<file path="src/design/assert_macros.svh">
// assert_macros.svh
// concurrent assertion macros shared by the rtl; no dependencies
// define NO_ASSERTIONS to compile them out

`ifndef ASSERT_MACROS_SVH
`define ASSERT_MACROS_SVH

`ifndef NO_ASSERTIONS

// same-cycle implication, disabled in reset
`define AFP_ASSERT_IMPLY(label, clk, rst_n, ante, cons) \
	label: assert property (@(posedge clk) disable iff (!(rst_n)) (ante) |-> (cons)) \
		else $error("assertion failed");

// next-cycle implication, disabled in reset
`define AFP_ASSERT_NEXT(label, clk, rst_n, ante, cons) \
	label: assert property (@(posedge clk) disable iff (!(rst_n)) (ante) |=> (cons)) \
		else $error("assertion failed");

`else

`define AFP_ASSERT_IMPLY(label, clk, rst_n, ante, cons)
`define AFP_ASSERT_NEXT(label, clk, rst_n, ante, cons)

`endif

`endif

</file>
<file path="src/design/afp_pkg.sv">
// afp_pkg.sv
// payload types, frame layout and event codes for the attitude frame parser
// no dependencies

package afp_pkg;

	// sync pattern
	localparam logic [7:0] SYNC_FIRST  = 8'hAA;
	localparam logic [7:0] SYNC_SECOND = 8'h55;

	// frame layout, byte positions
	localparam int unsigned FRAME_LEN = 12;
	localparam int unsigned POS_W     = 4;
	localparam logic [POS_W-1:0] POS_HUNT     = 4'd0;
	localparam logic [POS_W-1:0] POS_SECOND   = 4'd1;
	localparam logic [POS_W-1:0] POS_SUM_START = 4'd2;
	localparam logic [POS_W-1:0] POS_YAW_LO   = 4'd5;
	localparam logic [POS_W-1:0] POS_ROLL_HI  = 4'd10;
	localparam logic [POS_W-1:0] POS_CHECK    = 4'd11;

	// captured attitude bytes, positions 5 to 10
	localparam int unsigned CAP_N = 6;
	localparam int unsigned CAP_W = 3;

	// event codes
	localparam logic [1:0] EV_NONE = 2'd0;
	localparam logic [1:0] EV_GOOD = 2'd1;
	localparam logic [1:0] EV_BAD  = 2'd2;

	// line event kinds
	localparam logic MODE_BYTE  = 1'b0;
	localparam logic MODE_ERROR = 1'b1;

	typedef struct packed {
		logic       mode;
		logic [7:0] rx_byte;
	} afp_in_t;

	typedef struct packed {
		logic [1:0]         event_res;
		logic [15:0]        yaw_centideg;
		logic signed [15:0] pitch_centideg;
		logic signed [15:0] roll_centideg;
		logic [31:0]        good_frames;
		logic [31:0]        bad_sums;
		logic               have_attitude;
	} afp_out_t;

endpackage

</file>
<file path="src/design/attitude_frame_parser.sv">
// attitude frame parser: one result per received byte or line-error event
// throughput: one transaction per cycle; input register, then frame logic and
// the result register; stalls only while both stages hold undelivered items
// reset: hunt position, attitude, counters and valid flags clear asynchronously
// depends on afp_pkg and assert_macros.svh

`include "assert_macros.svh"

module attitude_frame_parser
	import afp_pkg::*;
(
	input  logic     clk,
	input  logic     arst_n,
	input  logic     item_valid,
	output logic     item_ready,
	input  afp_in_t  item,
	output logic     result_valid,
	input  logic     result_ready,
	output afp_out_t result
);

	logic            valid_s1;
	afp_in_t         item_s1;
	logic            advance;
	logic            load_res;

	logic [POS_W-1:0] pos_q, pos_d;
	logic [7:0]       sum_q, sum_d;
	logic [7:0]       cap_q [CAP_N];
	logic [7:0]       cap_d [CAP_N];
	logic [15:0]      yaw_q, yaw_d;
	logic [15:0]      pitch_q, pitch_d;
	logic [15:0]      roll_q, roll_d;
	logic [31:0]      good_q, good_d;
	logic [31:0]      bad_q, bad_d;
	logic             have_q, have_d;
	logic [1:0]       ev_q, ev_d;
	logic             out_valid_q;
	logic [POS_W-1:0] cap_off;

	// handshake: result register frees when empty or taken
	assign advance    = !out_valid_q || result_ready;
	assign item_ready = !valid_s1 || advance;
	assign load_res   = valid_s1 && advance;
	assign cap_off    = pos_q - POS_YAW_LO;

	// input register
	always_ff @(posedge clk or negedge arst_n) begin
		if (!arst_n) begin
			valid_s1 <= 1'b0;
		end else if (item_ready) begin
			valid_s1 <= item_valid;
		end
	end

	always_ff @(posedge clk) begin
		if (item_valid && item_ready) begin
			item_s1 <= item;
		end
	end

	// frame hunt, running sum and field capture
	always_comb begin
		pos_d   = pos_q;
		sum_d   = sum_q;
		cap_d   = cap_q;
		yaw_d   = yaw_q;
		pitch_d = pitch_q;
		roll_d  = roll_q;
		good_d  = good_q;
		bad_d   = bad_q;
		have_d  = have_q;
		ev_d    = EV_NONE;
		priority if (item_s1.mode == MODE_ERROR) begin
			pos_d = POS_HUNT;
		end else if (pos_q == POS_HUNT) begin
			if (item_s1.rx_byte == SYNC_FIRST) begin
				pos_d = POS_SECOND;
			end
		end else if (pos_q == POS_SECOND) begin
			priority if (item_s1.rx_byte == SYNC_SECOND) begin
				pos_d = POS_SUM_START;
			end else if (item_s1.rx_byte == SYNC_FIRST) begin
				pos_d = POS_SECOND;
			end else begin
				pos_d = POS_HUNT;
			end
		end else if (pos_q == POS_CHECK) begin
			pos_d = POS_HUNT;
			if (sum_q == item_s1.rx_byte) begin
				ev_d    = EV_GOOD;
				yaw_d   = {cap_q[1], cap_q[0]};
				pitch_d = {cap_q[3], cap_q[2]};
				roll_d  = {cap_q[5], cap_q[4]};
				good_d  = good_q + 32'd1;
				have_d  = 1'b1;
			end else begin
				ev_d  = EV_BAD;
				bad_d = bad_q + 32'd1;
			end
		end else if (pos_q < POS_CHECK) begin
			// payload bytes 2 to 10
			pos_d = pos_q + 4'd1;
			sum_d = (pos_q == POS_SUM_START) ? item_s1.rx_byte
				: sum_q + item_s1.rx_byte;
			if (pos_q >= POS_YAW_LO && pos_q <= POS_ROLL_HI) begin
				cap_d[cap_off[CAP_W-1:0]] = item_s1.rx_byte;
			end
		end else begin
			pos_d = POS_HUNT;
		end
	end

	// parser state and result register
	always_ff @(posedge clk or negedge arst_n) begin
		if (!arst_n) begin
			pos_q       <= POS_HUNT;
			yaw_q       <= '0;
			pitch_q     <= '0;
			roll_q      <= '0;
			good_q      <= '0;
			bad_q       <= '0;
			have_q      <= 1'b0;
			ev_q        <= EV_NONE;
			out_valid_q <= 1'b0;
		end else if (advance) begin
			out_valid_q <= valid_s1;
			if (valid_s1) begin
				pos_q   <= pos_d;
				yaw_q   <= yaw_d;
				pitch_q <= pitch_d;
				roll_q  <= roll_d;
				good_q  <= good_d;
				bad_q   <= bad_d;
				have_q  <= have_d;
				ev_q    <= ev_d;
			end
		end
	end

	// frame bytes need no reset, every read byte is written first
	always_ff @(posedge clk) begin
		if (load_res) begin
			sum_q <= sum_d;
			cap_q <= cap_d;
		end
	end

	// result payload
	assign result_valid = out_valid_q;
	always_comb begin
		result.event_res      = ev_q;
		result.yaw_centideg   = yaw_q;
		result.pitch_centideg = pitch_q;
		result.roll_centideg  = roll_q;
		result.good_frames    = good_q;
		result.bad_sums       = bad_q;
		result.have_attitude  = have_q;
	end

	// checks
	`AFP_ASSERT_IMPLY(a_pos_range, clk, arst_n, 1'b1, pos_q <= POS_CHECK)
	`AFP_ASSERT_NEXT(a_good_count, clk, arst_n, load_res && ev_d == EV_GOOD, good_q == $past(good_q) + 32'd1 && have_q)
	`AFP_ASSERT_NEXT(a_have_sticky, clk, arst_n, have_q, have_q)
	`AFP_ASSERT_IMPLY(a_stall_full, clk, arst_n, !item_ready, valid_s1 && out_valid_q)

endmodule

</file>
<file path="config.mk">
export PLATFORM = sky130hd
export DESIGN_NAME = attitude_frame_parser
export DESIGN_NICKNAME = d
export VERILOG_FILES = /design/src/design/afp_pkg.sv /design/src/design/attitude_frame_parser.sv
export VERILOG_INCLUDE_DIRS = /design/src /design/src/design
export SDC_FILE = /design/constraint.sdc
export NUM_CORES = 1
export LEC_CHECK = 0
export BUFFER_PORTS_ARGS = -buffer_cell sky130_fd_sc_hd__buf_2
export CAP_MARGIN = 25
export CORE_MARGIN = 3
export CORE_UTILIZATION = 40
export CTS_CLUSTER_DIAMETER = 30
export DETAILED_ROUTE_END_ITERATION = 16
export PLACE_DENSITY_LB_ADDON = 0.3
export SYNTH_ARGS = -nofsm -noshare
export SYNTH_HDL_FRONTEND = slang
export SYNTH_SLANG_ARGS = --single-unit
</file>
<file path="constraint.sdc">
create_clock -name clk -period 4.05 [get_ports clk]
set_input_delay 0.405 -clock clk [delete_from_list [all_inputs] [get_ports clk]]
set_output_delay 0.405 -clock clk [all_outputs]
set_load 0.005 [all_outputs]
</file>
* Word-level counts from Yosys, hierarchy flattened
Cells that the tools add are included.
** Word-level totals
- Register bits :: 186
** Operators by class
- Add/sub/neg operators :: 5
- Magnitude comparators :: 5
- Equality and inequality tests :: 7
- Mux-type cells :: 17
- Bitwise gates (word level) :: 6
- Reductions and logical operators :: 15
** Operator list (count)
- $add A32 B1 Y32 const B :: 2
- $bwmux W48 :: 1
- $demux W8 S3 :: 1
- $mux W4 :: 6
- $reduce_and A7 Y1 :: 3
- $mux W8 :: 2
- $mux W2 :: 6
- $add A8 B8 Y8 :: 1
- $eq A8 B7 Y1 const B :: 1
- $eq A8 B8 Y1 :: 1
- $eq A8 B8 Y1 const B :: 1
- $reduce_and A6 Y1 :: 1
- $not A1 Y1 :: 5
- $add A4 B1 Y4 const B :: 1
- $eq A4 B1 Y1 const B :: 1
- $eq A4 B2 Y1 const B :: 1
- $eq A4 B4 Y1 const B :: 1
- $ge A4 B3 Y1 const B :: 1
- $ge A4 B4 Y1 const B :: 1
- $le A4 B4 Y1 const B :: 1
- $logic_and A1 B1 Y1 :: 4
- $logic_not A4 Y1 :: 1
- $lt A4 B1 Y1 const B :: 1
- $lt A4 B4 Y1 const B :: 1
- other kinds (8) :: 10

* Depth between registers and ports, before layout
Gate-level depths: netlist (run 1).
- Word-level depth :: 7
- Mapped depth :: 8
- Gate-level depth less buffers :: 8

* Worst setup path after synthesis (run 1)
No wires, ideal clock.
- Kind :: flip-flop to flip-flop
- Start :: register pos_q[0]
- End :: register cap_q[16] in the netlist's numbering, enable pin
- Arrival time :: 2.557 ns
- Data required time :: 3.665 ns
- Slack :: 1.108 ns
- Stages on the path, launching flop included :: 8
- Path buffers :: 0
- Cells stage by stage :: dfrtp_1 -> inv_1 -> ha_1 -> or2_2 -> a21o_1 -> a2111oi_0 -> and2_1 -> nor3b_1
** Between the ends
- Longest elaborated chain between the ends :: 3
- Elaborated cells between the ends (all ways) :: 11
** Ends and longest elaborated chain
- from (decl) :: line attitude_frame_parser.sv:27 : logic [POS_W-1:0] pos_q, pos_d;
- from (signal assigned) :: line attitude_frame_parser.sv:129 : pos_q <= pos_d;
- $ge A4 B3 Y1, or another cell as far along :: line attitude_frame_parser.sv:106 : if (pos_q >= POS_YAW_LO && pos_q <= POS_ROLL_HI) begin
- $logic_and A1 B1 Y1 or $not A1 Y1 (tied branches)
- $reduce_and A7 Y1 (no line) *
- to (signal assigned) :: line attitude_frame_parser.sv:145 : cap_q <= cap_d;
- to (decl) :: line attitude_frame_parser.sv:29 : logic [7:0] cap_q [CAP_N];
Mark *: on every way between the ends. The rest lies on a longest branch, timed or not.
A chain may end at the register's enable or synchronous reset.

* Worst setup path in the final report (run 1)
- Start :: register pos_q[0]
- End :: register cap_q[41] in the netlist's numbering, enable pin
Same word-level chain as after synthesis.

==> run metrics, run 1 <==
total power 4250 uW; setup slack after layout 882 ps; switching part of the total 0.250; register area 0.00498 mm^2; GRT Util Overall 0.164; WP data required 4180 ps; multi-input logic area 0.00277 mm^2; Lkg Pwr 0.00452 uW; Slew Limit Headroom 0.503; Clock Tree Root clkbuf_16; Post-synth EDFFs 65; H-tree levels 4; postcts setup bufs 0; Setup TNS Final 0 ps; fmax 316 MHz; Mapped Area 0.00789 mm^2; max-slew violation count 0; Routed WL 17.3 mm; CTS Hold Buffers Added 0; Chip Width 146 um; Area growth syn-to-layout 21.0%; clock sink count 186; Syn Area/Cell 13.6 um^2; share of layout cells above drive strength 1 0.320; Fillers 1687; vias in the first global route 5283; sequential power share 0.475; Resized cells post-CTS 0; final period utilization 0.782; Worst Hold Class in -> async; area of the die 0.0214 mm^2; ANT nets after route 0; Synth Net Count 608; clk_skew 17.4 ps; via/cell ratio 5.07; Peak VDD IR 0.321 mV; Final Setup Violations 0; Combinational Power Share 0.102; Finished Cell Area 0.00955 mm^2; Initial Util 0.415; Worst R2R Setup Slack 880 ps; worst slack at placement 933 ps; Buffers on Ports 129; synth unique cells 52; # rows 50; net count reported at finish 755; Final Hold Fails 0; number of synthesized register bits 186; P_sw 1060 uW; RSZ-0062 raised after global routing false; GPL Wtd Cong 0.787; global-route wire length before repair 28.4 mm; CP Launch Type flop; final hold slack 43.0 ps; TritonCTS Buffers 17; initial antenna violation count 0; DRT Pass-1 Iters 5; # diodes 0; Initial DRC Count 328; largest net degree at the start of global routing 54; CTS tree built; post-place instance area 0.00889 mm^2; crit path time final 3170 ps; total global routing overflow 0; DRC Markers 0; max cap viols 0; clock buffer depth 2; CTS clk-pin slew, worst paths 70 ps; crit end category flop; Syn Inst Count 580; Core Area 0.0190 mm^2; worst setup path class reg -> reg; hpwl dp 12.1 mm; IO Count 130; Wirelength per Cell 17.3 um; die height 146 um; Vias 5069; Clock Latency Late Sink 420 ps; Clk pwr share 0.423; power density cells 445 mW/mm^2; Pint 3190 uW; WP data arrival 3300 ps; status finished clean; sequential-to-total area share from yosys stat 0.631; Worst-Margin Slew 743 ps; synth warn 0; Async SR Flop Fraction 0.651; worst-path fanout max 8; Post-synth top flop dfrtp_1
[metal layers]
layer / global-route usage / part of all wire / vias up
met5: 0 / 0 / -
met4: 0.0390 / 0.0089 / 0
met3: 0.0307 / 0.032 / 11
met2: 0.285 / 0.51 / 102
met1: 0.215 / 0.45 / 2564
li1: - / - / 2392
[cell families after synthesis]
group | count (synthesis) | share of synthesized area
buf+inv | 28 | 0.0171
simple gates | 195 | 0.148
fa+ha+maj | 15 | 0.0247
flops | 186 | 0.631
compound gates | 37 | 0.0303
xor+xnor | 67 | 0.0744
mux | 52 | 0.0739
[flip-flops by register name, indices dropped and copies added, names as in the netlist, 2 cells and up]
register  count
item_s1       9
roll_q       16
cap_q        48
sum_q         8
ev_q          2
pitch_q      16
good_q       32
pos_q         4
yaw_q        16
bad_q        32
[power by group through the flow]
stage / Sequential (uW) / Clock (uW) / Combinational [uW]
detailed placement: 2060 / 0 / 430
global route: 2020 / 1920 / 494
finish: 2020 / 1800 / 434
global placement: 2050 / 0 / 410
CTS: 2020 / 1840 / 436
floorplan: 2060 / 0 / 299
[synth_stat cells, types with 2 or more instances]
library cell  instances  area share
dfrtp_1             121        0.38
edfxtp_1             65        0.25
mux2_2               50       0.071
xnor2_1              43       0.048
nand2_1              35       0.017
nand3_1              27       0.017
nor2_1               26       0.012
xor2_1               24       0.027
nand4_1              18       0.014
and3_1               17       0.013
nor3_1               15      0.0095
ha_1                 14       0.022
inv_1                13      0.0062
a21oi_1              11      0.0070
buf_2                 8      0.0051
and4_1                7      0.0078
o21ai_0               7      0.0044
and2_1                6      0.0048
nand2b_1              6      0.0048
nand3b_1              6      0.0057
nor2b_1               4      0.0032
nor3b_1               4      0.0038
nor4_1                4      0.0032
nor4_4                4       0.011
o31ai_1               4      0.0038
a211oi_1              3      0.0029
a21o_1                3      0.0029
clkbuf_1              3      0.0014
nand4b_1              3      0.0033
o41ai_1               3      0.0033
buf_6                 2      0.0029
mux2i_1               2      0.0025
nand3_4               2      0.0044
or2_2                 2      0.0016
[cell usage in the layout (no fill, tap or decap), drive strengths merged, types with 17 or more instances in the layout]
master / netlist / layout
xnor2: 43 / 43
clkbuf: 4 / 19
mux2: 50 / 50
xor2: 24 / 24
nand2: 35 / 35
inv: 13 / 19
buf: 11 / 143
nor2: 27 / 27
edfxtp: 65 / 65
dfrtp: 121 / 121
nand4: 18 / 18
nand3: 29 / 29
and3: 17 / 17
[stage by stage]
stage,cells,utilization
after global placement,968,0.468
final,1000,0.502
after detailed placement,968,0.468
after CTS,1000,0.502
after global routing,1000,0.502
after floorplan,580,-
[area by class of cell]
class | instances | area share
Clock buffer | 19 | 0.0474
Clock inverter | 13 | 0.0211
Inverter | 13 | 0.00511
Multi-Input combinational cell | 366 | 0.290
Sequential cell | 186 | 0.522
Tap cell | 260 | 0.0341
Timing Repair Buffer | 143 | 0.0802
[critical path, cell delays in order (launching register included)]
cell       delay [ps]
dfrtp_1           480
inv_1             140
ha_1              270
or2_2             290
a21o_1            230
a2111oi_0         560
nand2_1           180
nor3b_1           500
buf_4             250
[path summary, 6_finish.rpt]
kind | from | to | cells after the start
setup / recovery | pos_q[0] | cap_q[41] | 8
hold / removal | arst_n | pitch_q[6] | 1
setup reg to reg | pos_q[0] | cap_q[41] | 8
hold reg to reg | have_q | have_q | 1
max in group asynchronous | arst_n | good_q[1] | 2
min in group clk | item[0] | item_s1[0] | 1
Power figures use the tool's default switching activity.
==> inputs of run 2 (changes only) <==
Clock period 4.05 ns to 3 ns, I/O delays scaled along.
==> run metrics, run 2 (synthesis results as in run 1) <==
status finished with violations; failing checks negative hold slack; Chip Width 146 um; Setup TNS Final 0 ps; DRC Markers 0; Resized cells post-CTS 0; met3 wire len 587 um; GRT Util Overall 0.161; Buffers on Ports 129; worst-path cell chain inv_1, ha_1, or2_2, a21o_1, a2111oi_2, nand2_1, nor3_1, buf_4; Lkg Pwr 0.00453 uW; Worst R2R Path Depth 8; largest net degree at the start of global routing 70; DRT Pass-1 Iters 4; WP data required 3130 ps; hpwl dp 12.1 mm; IO Count 130; final hold slack -30.1 ps; TritonCTS Buffers 17; Final Hold Fails 15; GPL Wtd Cong 0.897; WL met1 7.53 mm; clk_skew 11.4 ps; CP Launch Type flop; worst setup path class reg -> reg; via/cell ratio 5.06; fmax 360 MHz; top layer in use met4; Most flops, register cap_q; Core Area 0.0190 mm^2; worst-path fanout max 8; Wirelength per Cell 16.9 um; Worst-Margin Slew 890 ps; reg2reg end cap_q[28]; crit end category flop; worst slack at placement 60.7 ps; Area growth syn-to-layout 21.2%; WP data arrival 2910 ps; Top Registers cap_q (48), bad_q (32), good_q (32); die height 146 um; commonest non-fill, non-tap cell in the layout buf_2; crit path time final 2770 ps; Routed WL 17.0 mm; vias in the first global route 5338; clock buffer depth 2; Clock Tree Root clkbuf_16; Peak VDD IR 0.347 mV; net count reported at finish 760; ANT nets after route 0; crit path max-delay cell type dfrtp_1; # rows 50; CTS clk-pin slew, worst paths 70 ps; CTS tree built; RSZ-0062 raised after global routing false; post-place instance area 0.00894 mm^2; power density cells 589 mW/mm^2; Vias 5083; setup slack after layout 225 ps; Finished Layout Cells 1005; share of layout cells above drive strength 1 0.325; slowest cell delay on critical path 490 ps; CTS Hold Buffers Added 0; Worst R2R Setup Slack 230 ps; clock sink count 186; max-slew violation count 0; global-route wire length before repair 28.0 mm; total global routing overflow 0; Slew Limit Headroom 0.407; Worst Hold Class in -> async; max reg flops 48; Clock Latency Late Sink 420 ps; reg2reg start pos_q[0]; postcts setup bufs 0; Initial DRC Count 190; Initial Util 0.415; max cap viols 0; # diodes 0; H-tree levels 4; area of the die 0.0214 mm^2; metal2 WL 8.62 mm; Finished Cell Area 0.00956 mm^2; commonest cells after routing, fill and taps aside buf_2, dfrtp_1, edfxtp_1; Final Setup Violations 0; DP Cell Count 973; initial antenna violation count 0; final period utilization 0.925
==> run 2: metal layers <==
| metal | GRT usage | vias to the layer above |
|---|---|---|
| met1 | 0.204 | 2553 |
| met4 | 0.0546 | 0 |
| li1 | - | 2402 |
| met3 | 0.0261 | 19 |
| met5 | 0 | - |
| met2 | 0.282 | 109 |
==> run 2: how the worst max path moves through the flow <==
stage,cells after the start,start,endpoint
3_3_place_gp,7,pos_q[0],cap_q[38]
4_1_cts,7,pos_q[0],cap_q[32]
2_1_floorplan,7,pos_q[0],cap_q[16]
5_1_grt,8,pos_q[0],cap_q[28]
3_5_place_dp,7,pos_q[0],cap_q[38]
6_report,8,pos_q[0],cap_q[28]
==> run 2: critical path, delay by kind of cell (launching register included) <==
kind,cells,cell delay [ps]
flip-flops,1,490
AND/OR/NAND/NOR,3,720
AO/OA/AOI/OAI,2,640
adder cells (fa/ha/maj),1,280
buffers and inverters,2,370
==> run 2: cell type report <==
| class | instances | area (um^2) |
|---|---|---|
| inverters | 13 | 48.8 |
| repair buffers | 148 | 816 |
| fillers | 1665 | 9460 |
| flip-flops and latches | 186 | 4980 |
| well taps | 260 | 325 |
| clock buffers | 19 | 433 |
| multi-input cells | 366 | 2780 |
| clock inverters | 13 | 174 |
==> run 2: per-stage QoR <==
stage	power (uW)	utilization
2_1_floorplan	3180	-
3_3_place_gp	3340	0.470
3_5_place_dp	3370	0.470
4_1_cts	5690	0.502
5_1_grt	5860	0.503
6_report	5630	0.503
==> run 2: power breakdown <==
group,internal (uW),switching (uW),total (uW)
Clock,1270,1040,2310
Sequential,2690,38.4,2730
Combinational,219,375,594
Total,4180,1450,5630
